==> config.mk <==
export PLATFORM = sky130hd
export DESIGN_NAME = mf3_lane
export DESIGN_NICKNAME = d
export VERILOG_FILES = /design/src/rtl/core/mf3_pkg.sv /design/src/rtl/core/mf3_lane.sv
export VERILOG_INCLUDE_DIRS = /design/src /design/src/rtl/core
export SDC_FILE = /design/constraint.sdc
export NUM_CORES = 1
export LEC_CHECK = 0
export ABC_AREA = 1
export BUFFER_PORTS_ARGS = -buffer_cell sky130_fd_sc_hd__clkbuf_2
export CAP_MARGIN = 20
export CELL_PAD_IN_SITES_DETAIL_PLACEMENT = 1
export CELL_PAD_IN_SITES_GLOBAL_PLACEMENT = 2
export CORE_UTILIZATION = 40
export CTS_CLUSTER_DIAMETER = 80
export DETAILED_ROUTE_END_ITERATION = 10
export GPL_ROUTABILITY_DRIVEN = 0
export PLACE_DENSITY_LB_ADDON = 0.1
export SYNTH_ARGS = -nofsm -noshare
export SYNTH_HDL_FRONTEND = slang
export SYNTH_SLANG_ARGS = --single-unit
==> constraint.sdc <==
create_clock -name clk -period 13.9 [get_ports clk]
set_clock_uncertainty 0.15 [all_clocks]
set_input_delay 2.78 -clock clk [delete_from_list [all_inputs] [get_ports clk]]
set_output_delay 2.78 -clock clk [all_outputs]
set_load 0.02 [all_outputs]
==> src/rtl/core/median_filter_3x3_rgb_top_assert.svh <==
// Assertion macros for the 3x3 RGB median filter.
// Used by the lane and top-level files; no other dependencies.
`ifndef MEDIAN_FILTER_3X3_RGB_TOP_ASSERT_SVH
`define MEDIAN_FILTER_3X3_RGB_TOP_ASSERT_SVH
// implication checked on every edge outside reset
`define MF_ASSERT_IMPL(lbl, a, c) \
  lbl: assert property (@(posedge clk) disable iff (!rst_n) (a) |-> (c)) \
    else $error("assertion failed");
// next-cycle implication
`define MF_ASSERT_NEXT(lbl, a, c) \
  lbl: assert property (@(posedge clk) disable iff (!rst_n) (a) |=> (c)) \
    else $error("assertion failed");
`endif

==> src/rtl/core/mf3_pkg.sv <==
// Package for the 3x3 RGB median filter: types and constants.
// No dependencies.
`timescale 1ns / 1ps
`default_nettype none
package mf3_pkg;
  localparam int unsigned PixW  = 8;
  localparam int unsigned WinN  = 9;
  localparam int unsigned RowW  = 13;
  localparam int unsigned HLimit = 4096;

  typedef enum logic [0:0] {
    CFG_WIDTH  = 1'b0,
    CFG_HEIGHT = 1'b1
  } cfg_idx_t;

  typedef logic [PixW-1:0] pix_t;

  // border mask and frame flag that travel with a window
  typedef struct packed {
    logic [WinN-1:0] use_m;
    logic            last;
  } win_ctl_t;
endpackage
`default_nettype wire

==> src/rtl/core/mf3_lane.sv <==
// One channel lane: masked 9-value median by rank counting, two stages.
// Depends on mf3_pkg.
`timescale 1ns / 1ps
`default_nettype none
`include "median_filter_3x3_rgb_top_assert.svh"
module mf3_lane (
  input  wire logic              clk,
  input  wire logic              rst_n,
  input  wire logic              adv,
  input  wire mf3_pkg::pix_t     win [9],
  input  wire logic [8:0]        use_m,
  output mf3_pkg::pix_t          med_r
);
  import mf3_pkg::*;

  // stage 1: rank of each value among the used cells (ties broken by index)
  logic [3:0] rank_nxt [WinN];
  logic [3:0] rank_r   [WinN];
  pix_t       val_r    [WinN];
  logic [WinN-1:0] use_r;
  logic [3:0] cnt_r;
  logic [3:0] cnt_nxt;

  always_comb begin
    cnt_nxt = '0;
    for (int i = 0; i < WinN; i++) cnt_nxt = cnt_nxt + {3'd0, use_m[i]};
    for (int i = 0; i < WinN; i++) begin
      rank_nxt[i] = '0;
      for (int j = 0; j < WinN; j++) begin
        if (j != i && use_m[j] &&
            ((win[j] < win[i]) || (win[j] == win[i] && j < i)))
          rank_nxt[i] = rank_nxt[i] + 4'd1;
      end
    end
  end

  always_ff @(posedge clk) begin
    if (adv) begin
      rank_r <= rank_nxt;
      val_r  <= win;
      use_r  <= use_m;
      cnt_r  <= cnt_nxt;
    end
  end

  // stage 2: pick the value whose rank is count/2
  pix_t med_nxt;
  always_comb begin
    med_nxt = '0;
    for (int i = 0; i < WinN; i++)
      if (use_r[i] && rank_r[i] == {1'b0, cnt_r[3:1]}) med_nxt = val_r[i];
  end

  always_ff @(posedge clk) begin
    if (adv) med_r <= med_nxt;
  end

  `MF_ASSERT_IMPL(a_center_used, adv, use_m[4])
  `MF_ASSERT_IMPL(a_cnt_range, adv, (cnt_nxt >= 4'd1) && (cnt_nxt <= 4'd9))
  `MF_ASSERT_NEXT(a_hold, !adv, $stable(med_r))
endmodule
`default_nettype wire

# Word level (Yosys, flattened, before mapping)
# Cells that the tools add are included.
# Widths: inputs -> output; s select.
[word_totals]
inputBits = 84
mem_bits_ro = 0
latchBits = 0
mem_count = 0
reg_bits = 129
elab_cells = 407
ram_bits = 0
output_inout_bits = 8
[classes]
n_lt_le_gt_ge = 72
div_mod_pow = 0
n_reduce_logical = 117
add_sub_neg = 71
shifts = 0
n_mux = 81
n_bitwise = 0
multipliers = 0
n_eq_ne = 45
[ops]
columns = ["cell", "n"]
rows = [
  ["$lt 8x8->1", 72],
  ["$eq 8x8->1", 36],
  ["$mux 4", 63],
  ["$add 4x1->4 const B", 54],
  ["$logic_and 1x1->1", 81],
  ["$mux 8", 9],
  ["$eq 4x3->1", 9],
  ["$logic_or 1x1->1", 36],
  ["$add 4x1->4", 5],
  ["$add 1x1->2 const B", 9],
  ["$mux 1", 9],
  ["$add 3x1->4", 1],
  ["$add 2x1->3", 1],
  ["$add 1x1->2", 1],
]

# Logic depth before layout (Yosys ltp)
[depth]
ltp_word = 18
depth_mapped = 34
ltp_nobuf = 34

# Worst setup path after synthesis
# OpenSTA, ideal clock, no wires.
[synth_timing]
kind = "input to register"
startpoint = "input win[19] (netlist bit)"
endpoint = "register rank_r[9] (netlist bit) (data pin)"
t_arrival_ns = 6.514
setup_slack_ns = 6.976
path_stages = 24
t_required_ns = 13.490
n_path_buf = 0
path_cell_list = "inv_1 ha_1 nand2_1 o21ai_0 nand2_1 o211ai_1 nand2_1 nand2_1 inv_1 ha_1 inv_1 nand3_1 nand2_1 ha_1 or2_0 and2_1 xnor2_1 o21ai_0 ha_1 or2_2 nand3_1 nand2_1 ha_1 mux2_2"
[synth_rtl]
columns = ["item", "line_no", "source"]
rows = [
  ["start, declared", "mf3_lane.sv:10", "input wire mf3_pkg::pix_t win [9],"],
  ["end signal, assigned", "mf3_lane.sv:39", "rank_r <= rank_nxt;"],
  ["end, declared", "mf3_lane.sv:18", "logic [3:0] rank_r [WinN];"],
]

==> impl_metrics.yaml <==
grt:
  grt_max_degree: 74
  gr-total-overflow: 0
  grt_pass1_vias: 17821
  grt_pass1_wl_mm: 98.6
  grtUsageTotal_pct: 27.9
  antenna_found_initial: 1
setup_path:
  path_buf_inv: 5
  crit_family: "simple AND/OR/NAND/NOR gates"
  cp-start-kind: "input pin"
  max_stage_delay_ns: 0.66
  regToRegStartpoint: "cnt_r[3]$_DFFE_PP_"
  cpMaxStageDelayCell: "o21ai_0"
  end_kind: "flip-flop"
  crit_top_cell: "ha_1"
  arrival_ns: 7.90
  reg2reg_slack_ns: 10.25
  crit_type: "in -> reg"
  reg2reg_to: "med_r[6]$_DFFE_PP_"
  critical_path.max_fanout: 7
  reg2reg_depth: 11
  required_ns: 13.94
worst_hold_path:
  worstHoldStart: "val_r[4]$_DFFE_PP_"
  hold_depth: 2
  whs_endpoint: "med_r[4]$_DFFE_PP_"
  hp-class: "reg -> reg"
timing:
  worst_pin_slew_ns: 1.04
  period_needed_ns: 7.85
  setup_viol: 0
  max-slew-margin-rel_pct: 30.3
  setup_tns_ns: 0
  hold_viol: 0
  slew_viol_final: 0
  rsz0062_at_grt: "false"
  timing.final.crit_share_pct: 56.5
  fmax_mhz: 127
drt:
  avgViaCountPerCell: 5.37
  postRouteWirelength_mm: 63.3
  routed.top_layer: "met4"
  ant_nets: 0
  avgRoutedWirePerCell_um: 19.6
  m1WireLength_mm: 28.4
  dr.first_iter.drc_count: 866
  num_vias: 17326
  met3_length_mm: 2.74
  first_pass_iters: 5
  wl_met2_mm: 29.6
  drc: 0
yosys:
  synth-seq-cells: 128
  synth-async-reset-ratio_pct: 0
  yosys_warnings: 0
  synth_edf_count: 128
  synthesis.nets: 2985
  synth.avg_cell_area_um2: 7.15
  yosysUniqueCellTypes: 55
  synth_area_mm2: 0.0181
  ys.flop_type: "edfxtp_1"
  syn_inst: 2525
  synth_seq_area_share_pct: 21.3
finish:
  postLayoutCellArea_mm2: 0.0198
  layout-drive-gt1-share_pct: 10.6
  nets: 3079
  multi_input_area_mm2: 0.0127
  diodes: 0
  seq_area_mm2: 0.00384
  layout.cells.non_filler: 3224
  area_delta_synth_final_pct: 9.48
  nFillCells: 5691
placed_design:
  port_buffers: 90
  post-dp-hpwl_mm: 51.7
  dp.cells: 3192
  placed_cell_area_mm2: 0.0192
power:
  peakVddDrop_mv: 0.0758
  seq_power_share_pct: 28.3
  power_frac_comb_pct: 46.7
  p_clk_share_pct: 24.9
  pwr_density_cell_mw_per_mm2: 93.7
  p_int_uw: 1040
  p_leak_uw: 0.0104
  switching_power_uw: 812
  p_sw_share_pct: 43.8
clock_tree:
  clock_latency_ns: 0.45
  path_clk_slew_ns: 0.07
  cts-root-buf: "clkbuf_16"
  cts_hold_buffers: 0
  cts_buffers: 17
  cts_tree: "built"
  cts_setup_buffers: 0
  cts_resized: 0
  h-tree-depth: 4
  clockBufferDepth: 2
  clock_sinks: 128
job:
  drv_cap: 0
die:
  die_x_um: 214
  die_area_mm2: 0.0460
  ios: 92
  chipHeight_um: 214
  rows: 77
  initial_utilization_pct: 40.7
  coreArea_mm2: 0.0444
run_status:
  status: "completed"
## metal layers
layer  vias up  track usage (%)
li1       8600                -
met1      8286             35.2
met2       339             47.8
met3       101             3.76
met4         0             11.4
met5         -                0
## metrics by stage
stage / power [uW] / setup WS [ns] / hold WS (ns) / utilization [%]
2_1_floorplan: 1130 / 6.98 / 0.344 / -
3_3_place_gp: 1350 / 5.73 / 0.364 / 43.2
3_5_place_dp: 1400 / 5.62 / 0.382 / 43.2
4_1_cts: 1870 / 6.08 / 0.392 / 44.5
5_1_grt: 2000 / 5.77 / 0.417 / 44.5
6_report: 1850 / 6.05 / 0.388 / 44.5
## layout make-up
type / count / area share (%)
Clock buffer: 17 / 2.15
Clock inverter: 15 / 0.804
Inverter: 388 / 7.40
Multi-Input combinational cell: 1991 / 64.0
Sequential cell: 128 / 19.4
Tap cell: 592 / 3.75
Timing Repair Buffer: 93 / 2.42
## cell usage in the layout, fill, tap and decap left out, types with 11 or more instances in the layout
cell type,n
nor2_1,159
nand3_1,216
o21ai_1,11
xnor2_1,23
inv_1,373
nor2_2,14
o21ai_0,98
nand3_2,25
edfxtp_1,128
nand2_4,18
nand2_1,698
xor2_1,18
nand2_2,45
a21oi_1,132
inv_2,12
ha_1,372
or2_2,14
clkbuf_2,89
nand4_1,39
o211ai_1,18
clkbuf_16,17
## how the worst max path moves through the flow
stage | startpoint | end | slack (ns) | cells after the start
5_1_grt | win[59] | rank_r[2]$_DFFE_PP_ | 5.77 | 27
3_5_place_dp | win[7] | rank_r[2]$_DFFE_PP_ | 5.62 | 26
4_1_cts | win[7] | rank_r[2]$_DFFE_PP_ | 6.08 | 26
6_report | win[7] | rank_r[2]$_DFFE_PP_ | 6.05 | 26
3_3_place_gp | win[7] | rank_r[2]$_DFFE_PP_ | 5.73 | 26
2_1_floorplan | win[19] | rank_r[9]$_DFFE_PP_ | 6.98 | 24
## power by group through the flow
stage,Sequential (uW),Combinational [uW],Clock [uW]
floorplan,523,604,0
global placement,531,819,0
detailed placement,533,865,0
CTS,525,872,468
global route,529,993,482
finish,525,866,462
## Yosys cell counts, types with 4 or more instances
cell / number / share of area [%]
nand2_1: 698 / 15
inv_1: 373 / 7.8
ha_1: 372 / 26
nand3_1: 216 / 6.0
nor2_1: 159 / 3.3
a21oi_1: 132 / 3.7
edfxtp_1: 128 / 21
o21ai_0: 98 / 2.7
nand2_2: 45 / 1.6
nand4_1: 39 / 1.4
nand3_2: 25 / 1.4
xnor2_1: 23 / 1.1
nand2_4: 18 / 1.1
o211ai_1: 18 / 0.75
xor2_1: 18 / 0.87
nor2_2: 14 / 0.49
or2_2: 14 / 0.49
inv_2: 12 / 0.25
o21ai_1: 11 / 0.30
nand3b_1: 10 / 0.42
o21a_1: 9 / 0.37
a21o_1: 8 / 0.33
buf_2: 8 / 0.22
clkbuf_1: 6 / 0.12
o22ai_1: 6 / 0.21
and2_1: 5 / 0.17
buf_4: 4 / 0.17
fa_1: 4 / 0.44
mux2_2: 4 / 0.25
nor2_4: 4 / 0.25
o21bai_1: 4 / 0.17
## kinds of logic after synthesis
group,Yosys count,share of synthesized area [%]
and+or+nand+nor,1265,32.1
buffers and inverters,406,8.61
adders and majority gates,376,26.2
AOI/OAI and AO/OA,305,9.53
DFF,128,21.3
xor gates and xnor gates,41,1.99
muxes,4,0.249
## state kept, by name, summed over array words and instances, names as in the netlist
name and count:
cnt_r 3, med_r 8, rank_r 36, use_r 9, val_r 72
## worst min-delay path, stage by stage, from the launching register on
cell and delay [ns]:
edfxtp_1 0.33, nand2_1 0.06, nand2_1 0.05
No activity file was read; power rests on OpenSTA's default activity.
